[src/hw/rtl/psc_pkg.sv]
// ----------------------------------------------------------------------------
// psc_pkg
// Shared types and codes for the precharge sequence controller.
// ----------------------------------------------------------------------------
package psc_pkg;

    localparam int TICKS_WIDTH = 16;
    localparam int CFG_INDEX_WIDTH = 2;
    localparam int PHASE_WIDTH = 3;

    // Configuration register indexes.
    localparam logic [CFG_INDEX_WIDTH-1:0] CFG_PRECHARGE_TICKS       = 2'd0;
    localparam logic [CFG_INDEX_WIDTH-1:0] CFG_DISCHARGE_TICKS       = 2'd1;
    localparam logic [CFG_INDEX_WIDTH-1:0] CFG_FORWARD_DISABLE_TICKS = 2'd2;

    // Reset values of the configuration registers.
    localparam logic [TICKS_WIDTH-1:0] PRECHARGE_TICKS_RESET       = 16'd5;
    localparam logic [TICKS_WIDTH-1:0] DISCHARGE_TICKS_RESET       = 16'd10;
    localparam logic [TICKS_WIDTH-1:0] FORWARD_DISABLE_TICKS_RESET = 16'd5000;

    // Sequencer phase codes, also reported as the mode field.
    localparam logic [PHASE_WIDTH-1:0] PH_OFF         = 3'd0;
    localparam logic [PHASE_WIDTH-1:0] PH_ESTOP       = 3'd1;
    localparam logic [PHASE_WIDTH-1:0] PH_PRECHARGE   = 3'd2;
    localparam logic [PHASE_WIDTH-1:0] PH_CLOSE       = 3'd3;
    localparam logic [PHASE_WIDTH-1:0] PH_ON          = 3'd4;
    localparam logic [PHASE_WIDTH-1:0] PH_OPEN        = 3'd5;
    localparam logic [PHASE_WIDTH-1:0] PH_DISCHARGE   = 3'd6;
    localparam logic [PHASE_WIDTH-1:0] PH_FWD_DISABLE = 3'd7;

    typedef struct packed {
        logic [TICKS_WIDTH-1:0] precharge_ticks;
        logic [TICKS_WIDTH-1:0] discharge_ticks;
        logic [TICKS_WIDTH-1:0] forward_disable_ticks;
    } cfg_t;

    typedef struct packed {
        logic precharge;
        logic discharge;
        logic contactor;
        logic apm;
        logic forward;
    } drive_t;

endpackage

[src/hw/rtl/psc_if.sv]
// ----------------------------------------------------------------------------
// psc_if
// Handshake channels of the precharge sequence controller.
// ----------------------------------------------------------------------------
interface psc_tick_if;
    logic valid;
    logic ready;
    logic key_on;
    logic battery_one_ok;
    logic battery_two_ok;
    logic estop_pressed;

    modport source (
        output valid, key_on, battery_one_ok, battery_two_ok, estop_pressed,
        input  ready
    );
    modport sink (
        input  valid, key_on, battery_one_ok, battery_two_ok, estop_pressed,
        output ready
    );
endinterface

interface psc_result_if;
    logic                            valid;
    logic                            ready;
    logic                            precharge_on;
    logic                            discharge_on;
    logic                            contactor_closed;
    logic                            apm_on;
    logic                            forward_on;
    logic                            safe_torque_ok;
    logic [psc_pkg::PHASE_WIDTH-1:0] mode;

    modport source (
        output valid, precharge_on, discharge_on, contactor_closed, apm_on,
               forward_on, safe_torque_ok, mode,
        input  ready
    );
    modport sink (
        input  valid, precharge_on, discharge_on, contactor_closed, apm_on,
               forward_on, safe_torque_ok, mode,
        output ready
    );
endinterface

interface psc_cfg_if;
    logic                                valid;
    logic                                ready;
    logic [psc_pkg::CFG_INDEX_WIDTH-1:0] index;
    logic [psc_pkg::TICKS_WIDTH-1:0]     data;

    modport source (
        output valid, index, data,
        input  ready
    );
    modport sink (
        input  valid, index, data,
        output ready
    );
endinterface

[src/hw/rtl/psc_seq.sv]
// ----------------------------------------------------------------------------
// psc_seq
// Phase sequencer with wait counter and latched relay drives.
// ----------------------------------------------------------------------------
module psc_seq #(
    parameter int COUNT_WIDTH = 16
) (
    input  logic                            clk,
    input  logic                            rst_n,
    input  logic                            step,
    input  logic                            key,
    input  logic                            sto,
    input  psc_pkg::cfg_t                   cfg,
    output psc_pkg::drive_t                 drive_next,
    output logic [psc_pkg::PHASE_WIDTH-1:0] phase_next
);

    localparam int CMP_WIDTH = (COUNT_WIDTH > psc_pkg::TICKS_WIDTH) ?
                               COUNT_WIDTH : psc_pkg::TICKS_WIDTH;
    localparam logic [COUNT_WIDTH-1:0] COUNT_MAX = {COUNT_WIDTH{1'b1}};

    logic [psc_pkg::PHASE_WIDTH-1:0] phase_reg;
    logic [COUNT_WIDTH-1:0]          count_reg;
    logic [COUNT_WIDTH-1:0]          count_next;
    psc_pkg::drive_t                 drive_reg;

    logic [COUNT_WIDTH-1:0]          count_inc;
    logic [psc_pkg::TICKS_WIDTH-1:0] limit;
    logic                            wait_done;
    logic                            drop;

    assign drop = !sto || !key;

    // The counter saturates; reaching all ones also ends a wait.
    assign count_inc = (count_reg == COUNT_MAX) ? count_reg : count_reg + 1'b1;

    always_comb
    begin
        unique case (phase_reg)
            psc_pkg::PH_PRECHARGE: limit = cfg.precharge_ticks;
            psc_pkg::PH_DISCHARGE: limit = cfg.discharge_ticks;
            default:               limit = cfg.forward_disable_ticks;
        endcase
    end

    // A limit of zero ends the wait on the first tick, as count_inc is never zero.
    assign wait_done = (CMP_WIDTH'(count_inc) >= CMP_WIDTH'(limit)) ||
                       (count_inc == COUNT_MAX);

    always_comb
    begin
        phase_next = phase_reg;
        count_next = count_reg;
        drive_next = drive_reg;
        unique case (phase_reg)
            psc_pkg::PH_OFF:
            begin
                if (!sto)
                begin
                    phase_next = psc_pkg::PH_ESTOP;
                end
                else if (key)
                begin
                    phase_next = psc_pkg::PH_PRECHARGE;
                    drive_next.precharge = 1'b1;
                    count_next = '0;
                end
            end
            psc_pkg::PH_ESTOP:
            begin
                if (sto)
                begin
                    phase_next = psc_pkg::PH_OFF;
                end
            end
            psc_pkg::PH_PRECHARGE:
            begin
                count_next = wait_done ? '0 : count_inc;
                if (wait_done)
                begin
                    drive_next.precharge = 1'b0;
                    phase_next = drop ? psc_pkg::PH_OPEN : psc_pkg::PH_CLOSE;
                end
            end
            psc_pkg::PH_CLOSE:
            begin
                drive_next.contactor = 1'b1;
                drive_next.forward = 1'b1;
                drive_next.apm = 1'b1;
                phase_next = drop ? psc_pkg::PH_OPEN : psc_pkg::PH_ON;
            end
            psc_pkg::PH_ON:
            begin
                if (drop)
                begin
                    phase_next = psc_pkg::PH_FWD_DISABLE;
                    drive_next.forward = 1'b0;
                    count_next = '0;
                end
            end
            psc_pkg::PH_OPEN:
            begin
                drive_next.contactor = 1'b0;
                drive_next.discharge = 1'b1;
                phase_next = psc_pkg::PH_DISCHARGE;
                count_next = '0;
            end
            psc_pkg::PH_DISCHARGE:
            begin
                count_next = wait_done ? '0 : count_inc;
                if (wait_done)
                begin
                    drive_next.discharge = 1'b0;
                    phase_next = psc_pkg::PH_OFF;
                end
            end
            psc_pkg::PH_FWD_DISABLE:
            begin
                count_next = wait_done ? '0 : count_inc;
                if (wait_done)
                begin
                    drive_next.apm = 1'b0;
                    phase_next = psc_pkg::PH_OPEN;
                end
            end
        endcase
    end

    always_ff @(posedge clk or negedge rst_n)
    begin
        if (!rst_n)
        begin
            phase_reg <= psc_pkg::PH_OFF;
            count_reg <= '0;
            drive_reg <= '0;
        end
        else if (step)
        begin
            phase_reg <= phase_next;
            count_reg <= count_next;
            drive_reg <= drive_next;
        end
    end

endmodule

[src/hw/rtl/precharge_sequence_controller.sv]
// ----------------------------------------------------------------------------
// precharge_sequence_controller
// Key and battery driven precharge, contactor and discharge sequencer.
// ----------------------------------------------------------------------------
// Each tick transaction produces exactly one result transaction, in the
// cycle after it is accepted, and a new tick is accepted in every cycle: the
// phase register, wait counter and latched drives are updated in the same
// cycle the tick is taken, and the result sits in an output register so a
// tick is still taken while a result waits, as long as that result leaves in
// the same cycle. The wait lengths are tick counts in three registers written
// through the configuration channel, which is always ready; write them only
// while no tick is in flight.
module precharge_sequence_controller #(
    parameter int COUNT_WIDTH = 16
) (
    input  logic         clk,
    input  logic         rst_n,
    psc_tick_if.sink     tick,
    psc_result_if.source result,
    psc_cfg_if.sink      cfg
);

    psc_pkg::cfg_t                   cfg_reg;
    logic                            result_valid_reg;
    psc_pkg::drive_t                 drive_out_reg;
    logic                            sto_out_reg;
    logic [psc_pkg::PHASE_WIDTH-1:0] mode_out_reg;

    psc_pkg::drive_t                 drive_next;
    logic [psc_pkg::PHASE_WIDTH-1:0] phase_next;
    logic                            sto;
    logic                            step;

    assign sto  = tick.battery_one_ok && tick.battery_two_ok && !tick.estop_pressed;
    assign tick.ready = !result_valid_reg || result.ready;
    assign step = tick.valid && tick.ready;
    assign cfg.ready = 1'b1;

    psc_seq #(
        .COUNT_WIDTH(COUNT_WIDTH)
    ) u_seq (
        .clk       (clk),
        .rst_n     (rst_n),
        .step      (step),
        .key       (tick.key_on),
        .sto       (sto),
        .cfg       (cfg_reg),
        .drive_next(drive_next),
        .phase_next(phase_next)
    );

    // Writes to an index past the last register are dropped.
    always_ff @(posedge clk or negedge rst_n)
    begin
        if (!rst_n)
        begin
            cfg_reg.precharge_ticks       <= psc_pkg::PRECHARGE_TICKS_RESET;
            cfg_reg.discharge_ticks       <= psc_pkg::DISCHARGE_TICKS_RESET;
            cfg_reg.forward_disable_ticks <= psc_pkg::FORWARD_DISABLE_TICKS_RESET;
        end
        else if (cfg.valid)
        begin
            if (cfg.index == psc_pkg::CFG_PRECHARGE_TICKS)
            begin
                cfg_reg.precharge_ticks <= cfg.data;
            end
            else if (cfg.index == psc_pkg::CFG_DISCHARGE_TICKS)
            begin
                cfg_reg.discharge_ticks <= cfg.data;
            end
            else if (cfg.index == psc_pkg::CFG_FORWARD_DISABLE_TICKS)
            begin
                cfg_reg.forward_disable_ticks <= cfg.data;
            end
        end
    end

    always_ff @(posedge clk or negedge rst_n)
    begin
        if (!rst_n)
        begin
            result_valid_reg <= 1'b0;
        end
        else if (tick.ready)
        begin
            result_valid_reg <= tick.valid;
        end
    end

    always_ff @(posedge clk)
    begin
        if (step)
        begin
            drive_out_reg <= drive_next;
            sto_out_reg   <= sto;
            mode_out_reg  <= phase_next;
        end
    end

    assign result.valid            = result_valid_reg;
    assign result.precharge_on     = drive_out_reg.precharge;
    assign result.discharge_on     = drive_out_reg.discharge;
    assign result.contactor_closed = drive_out_reg.contactor;
    assign result.apm_on           = drive_out_reg.apm;
    assign result.forward_on       = drive_out_reg.forward;
    assign result.safe_torque_ok   = sto_out_reg;
    assign result.mode             = mode_out_reg;

endmodule

[src/flat_wrapper.sv]
// flat-port wrapper written by rule: the top's interface ports become plain ports
module precharge_sequence_controller_flat 
#(
    parameter int COUNT_WIDTH = 16
)
  (clk, rst_n, tick_valid, tick_key_on, tick_battery_one_ok, tick_battery_two_ok, tick_estop_pressed, tick_ready, result_valid, result_precharge_on, result_discharge_on, result_contactor_closed, result_apm_on, result_forward_on, result_safe_torque_ok, result_mode, result_ready, cfg_valid, cfg_index, cfg_data, cfg_ready);
  psc_tick_if tick_i ();
  psc_result_if result_i ();
  psc_cfg_if cfg_i ();
  input  logic clk;
  input  logic rst_n;
  input wire logic [$bits(tick_i.valid)-1:0] tick_valid;
  input wire logic [$bits(tick_i.key_on)-1:0] tick_key_on;
  input wire logic [$bits(tick_i.battery_one_ok)-1:0] tick_battery_one_ok;
  input wire logic [$bits(tick_i.battery_two_ok)-1:0] tick_battery_two_ok;
  input wire logic [$bits(tick_i.estop_pressed)-1:0] tick_estop_pressed;
  output wire logic [$bits(tick_i.ready)-1:0] tick_ready;
  output wire logic [$bits(result_i.valid)-1:0] result_valid;
  output wire logic [$bits(result_i.precharge_on)-1:0] result_precharge_on;
  output wire logic [$bits(result_i.discharge_on)-1:0] result_discharge_on;
  output wire logic [$bits(result_i.contactor_closed)-1:0] result_contactor_closed;
  output wire logic [$bits(result_i.apm_on)-1:0] result_apm_on;
  output wire logic [$bits(result_i.forward_on)-1:0] result_forward_on;
  output wire logic [$bits(result_i.safe_torque_ok)-1:0] result_safe_torque_ok;
  output wire logic [$bits(result_i.mode)-1:0] result_mode;
  input wire logic [$bits(result_i.ready)-1:0] result_ready;
  input wire logic [$bits(cfg_i.valid)-1:0] cfg_valid;
  input wire logic [$bits(cfg_i.index)-1:0] cfg_index;
  input wire logic [$bits(cfg_i.data)-1:0] cfg_data;
  output wire logic [$bits(cfg_i.ready)-1:0] cfg_ready;
  assign tick_i.valid = tick_valid;
  assign tick_i.key_on = tick_key_on;
  assign tick_i.battery_one_ok = tick_battery_one_ok;
  assign tick_i.battery_two_ok = tick_battery_two_ok;
  assign tick_i.estop_pressed = tick_estop_pressed;
  assign tick_ready = tick_i.ready;
  assign result_valid = result_i.valid;
  assign result_precharge_on = result_i.precharge_on;
  assign result_discharge_on = result_i.discharge_on;
  assign result_contactor_closed = result_i.contactor_closed;
  assign result_apm_on = result_i.apm_on;
  assign result_forward_on = result_i.forward_on;
  assign result_safe_torque_ok = result_i.safe_torque_ok;
  assign result_mode = result_i.mode;
  assign result_i.ready = result_ready;
  assign cfg_i.valid = cfg_valid;
  assign cfg_i.index = cfg_index;
  assign cfg_i.data = cfg_data;
  assign cfg_ready = cfg_i.ready;
  precharge_sequence_controller #(.COUNT_WIDTH(COUNT_WIDTH)) u_core (.clk(clk), .rst_n(rst_n), .tick(tick_i), .result(result_i), .cfg(cfg_i));
endmodule
[config.mk]
export PLATFORM = sky130hd
export DESIGN_NAME = precharge_sequence_controller_flat
export DESIGN_NICKNAME = d
export VERILOG_FILES = /design/src/hw/rtl/psc_pkg.sv /design/src/hw/rtl/psc_if.sv /design/src/hw/rtl/psc_seq.sv /design/src/hw/rtl/precharge_sequence_controller.sv /design/src/flat_wrapper.sv
export SDC_FILE = /design/constraint.sdc
export NUM_CORES = 1
export LEC_CHECK = 0
export ABC_AREA = 1
export BUFFER_PORTS_ARGS = -buffer_cell sky130_fd_sc_hd__buf_2
export CORE_ASPECT_RATIO = 0.75
export CORE_MARGIN = 2
export CORE_UTILIZATION = 54
export DETAILED_ROUTE_END_ITERATION = 8
export GPL_ROUTABILITY_DRIVEN = 1
export PLACE_DENSITY = 0.76
export REMOVE_ABC_BUFFERS = 1
export SETUP_SLACK_MARGIN = 0.2
export SLEW_MARGIN = 30
export SYNTH_ARGS = -nofsm -noshare
export SYNTH_HDL_FRONTEND = slang
export SYNTH_SLANG_ARGS = --single-unit
[constraint.sdc]
create_clock -name clk -period 3.55 [get_ports clk]
set_clock_uncertainty 0.15 [all_clocks]
set_input_delay 0.1775 -clock clk [delete_from_list [all_inputs] [get_ports clk]]
set_output_delay 0.1775 -clock clk [all_outputs]
set_load 0.005 [all_outputs]
==> results.cfg <==
[synth]
synth.area.top_cells = dfrtp_1 (35%), nand2_1 (12%), o21ai_0 (7.4%)
yosys_warnings = 0
synthArstFlopShare_pct = 89.0
synth_cell_types = 34
yosys.area_share.simple_pct = 24.0
syn_inst = 570
synth_area_leader_cell = dfrtp_1
synth_xor_area_share_pct = 0.579
synth_top_area_share_pct = 35.3
synth_edf_count = 9
synth_top_family_by_area = simple AND/OR/NAND/NOR gates
syn_area_um2 = 4540
synthMuxAreaShare_pct = 0
synth_ff_type = dfrtp_1
yosysSeqAreaShare_pct = 46.4
synth_compound_area_share_pct = 16.3
synth_common_cells = nand2_1 (149), o21ai_0 (67), inv_1 (65)
syn_area_per_cell_um2 = 7.96
synth_seq_cells = 82
yosysMostFrequentCell = nand2_1
synth_fa_ha_area_share_pct = 4.69

[grt]
grt_pass1_wl_um = 17400
grt-ovfl-total = 0
grt_pass1_vias = 3632
grt_usage_pct = 24.5
antenna_found_initial = 0
grt_start_max_net_pins = 33

[placement]
dp_cells = 700
gp_congestion = 0.908
io_buffers = 37
dp_hpwl_um = 7290

[flow_run]
drv_cap = 0

[routing]
postRouteWirelength_um = 10700
drcViolationCount = 0
routedWlPerCell_um = 14.5
vias = 4020
antenna_left = 0
vias_per_cell = 5.45
initialDrtViolationCount = 284
drtPass1Iterations = 5

[floorplan]
die_w_um = 110
rows = 28
core_area_um2 = 8020
start_util_pct = 56.6
die_area_um2 = 9160
io_pins = 39
die_h_um = 83.4

[clock_tree]
cts_tree = yes
path_clk_slew_ns = 0.08
clk_latency_ns = 0.38
clockBufferDepth = 2
cts_sinks = 82
root_buffer = clkbuf_8
cts-htree-levels = 3
cts_made_buffers = 9

[setup_path]
crit_type = flop to flop
crit_fanout = 14
reg2reg_depth = 16
cp-start-kind = flop
arrival_ns = 3.19
crit_path_end_kind = flop
worstPathRequired_ns = 3.51

[sta]
hold_viol_final = 0
slew_violations = 0
worst_pin_slew_ns = 0.647
timing.hold.ws_ns = 0.0197
max_freq_ghz = 0.310
tns_ns = 0
rsz0062_at_grt = no
setup_viol = 0
maxSlewHeadroom_pct = 56.8
layout_min_cycle_time_ns = 3.23
timing.final.crit_share_pct = 91.0

[power]
power_uw = 2770
power.leakage_uw = 0.00253
powerDensity_nw_per_um2 = 527
peakVddDrop_mv = 0.369

[final_layout]
largest_reg_flops = 48
synthToLayoutAreaGrowth_pct = 15.9
drive_above_1_share_pct = 16.8
diodes = 0
instances_no_fill = 737
fin_nets = 671

[status]
status = finished clean

[worst_hold_path]
hold_class = input port to flop
hold_path_depth = 2
## cells in the final DEF, fill, tap and decap left out, types with 2 or more instances in the layout
| master | netlist | routed |
|---|---|---|
| nor2_2 | 7 | 8 |
| a21oi_1 | 25 | 25 |
| buf_4 | 3 | 9 |
| edfxtp_1 | 9 | 9 |
| nand4_1 | 7 | 7 |
| ha_1 | 17 | 16 |
| xor2_1 | 2 | 2 |
| buf_2 | 0 | 37 |
| inv_1 | 65 | 65 |
| a22o_1 | 14 | 14 |
| o21ai_0 | 67 | 67 |
| dfstp_2 | 9 | 9 |
| o21ai_1 | 14 | 14 |
| dfrtp_1 | 64 | 62 |
| nor2_4 | 0 | 2 |
| clkinv_4 | 0 | 2 |
| inv_2 | 3 | 2 |
| clkbuf_1 | 14 | 2 |
| o22ai_1 | 3 | 3 |
| nor2_1 | 37 | 34 |
| nor3_1 | 2 | 2 |
| o21bai_1 | 2 | 2 |
| dfrtp_2 | 0 | 2 |
| dlygate4sd3_1 | 0 | 18 |
| nand2_1 | 149 | 147 |
| clkbuf_8 | 0 | 11 |
| nand3_1 | 31 | 30 |
| a31oi_1 | 2 | 2 |
| nand3_2 | 8 | 9 |
| nand2_2 | 4 | 6 |
## worst max-delay path: stages, from the launching register on
cell     delay, ns
dfrtp_1       0.51
nor2_4        0.19
inv_1         0.07
buf_4         0.19
a22o_1        0.24
a21oi_1       0.24
ha_1          0.32
a21oi_1       0.14
o21ai_0       0.09
a21oi_1       0.12
o21ai_0       0.10
nor2_2        0.19
nand2_4       0.11
nand2_1       0.07
nand2_1       0.05
nand2_1       0.08
o21ai_0       0.09
## final cells by class
cell class / count / area, um^2
multi-input combinational: 400 / 2110
fill: 694 / 2760
clock buffer: 14 / 184
sequential: 82 / 2110
clock inverter: 2 / 17.5
tap: 105 / 131
timing repair buffer: 65 / 444
inverter: 69 / 267
## final timing paths
path,from,to,slack (ns)
worst min register to register,u_core.cfg_reg[37],u_core.cfg_reg[37],0.34
min in group asynchronous,rst_n,u_core.cfg_reg[25],0.16
worst min-delay path,tick_estop_pressed,u_core.result.safe_torque_ok,0.02
worst max-delay path,u_core.u_seq.phase_reg[0],u_core.result.mode[0],0.32
max in group asynchronous,rst_n,u_core.cfg_reg[7],2.27
worst max register to register,u_core.u_seq.phase_reg[0],u_core.result.mode[0],0.32
## where the power goes
group | switching, uW | internal (uW)
logic | 507 | 326
registers | 112 | 1150
clock network | 343 | 338
## through the flow
step	worst slack [ns]	area, um^2	utilization [%]
6_report	0.321	5260	65.6
5_1_grt	0.167	5260	65.6
4_1_cts	0.224	5200	64.8
3_5_place_dp	0.241	4820	60.0
3_3_place_gp	0.305	4810	60.0
2_1_floorplan	0.208	4440	-
## routing by layer
layer | share of wire (%) | wire length (um) | vias up | GRT usage [%]
met2 | 44 | 4690 | 158 | 35.4
met1 | 47 | 5060 | 1859 | 36.5
met4 | 1.3 | 134 | 0 | 6.44
li1 | - | - | 1989 | -
met3 | 7.6 | 815 | 14 | 5.89
met5 | 0 | 0 | - | 0
## cells by family after synthesis
group | Yosys count
adder cells (fa/ha/maj) | 17
XOR/XNOR | 3
other | 1
buffers and inverters | 88
AO/OA/AOI/OAI | 130
AND/OR/NAND/NOR | 249
flip-flops | 82
## what timing repair did
action	4_1_cts	5_1_grt
setup buffers	0	3
resized for setup	0	12
hold endpoints to repair	69	0
hold buffers	18	0
endpoints found under the setup margin	0	28
No activity file was read; power rests on OpenSTA's default activity.
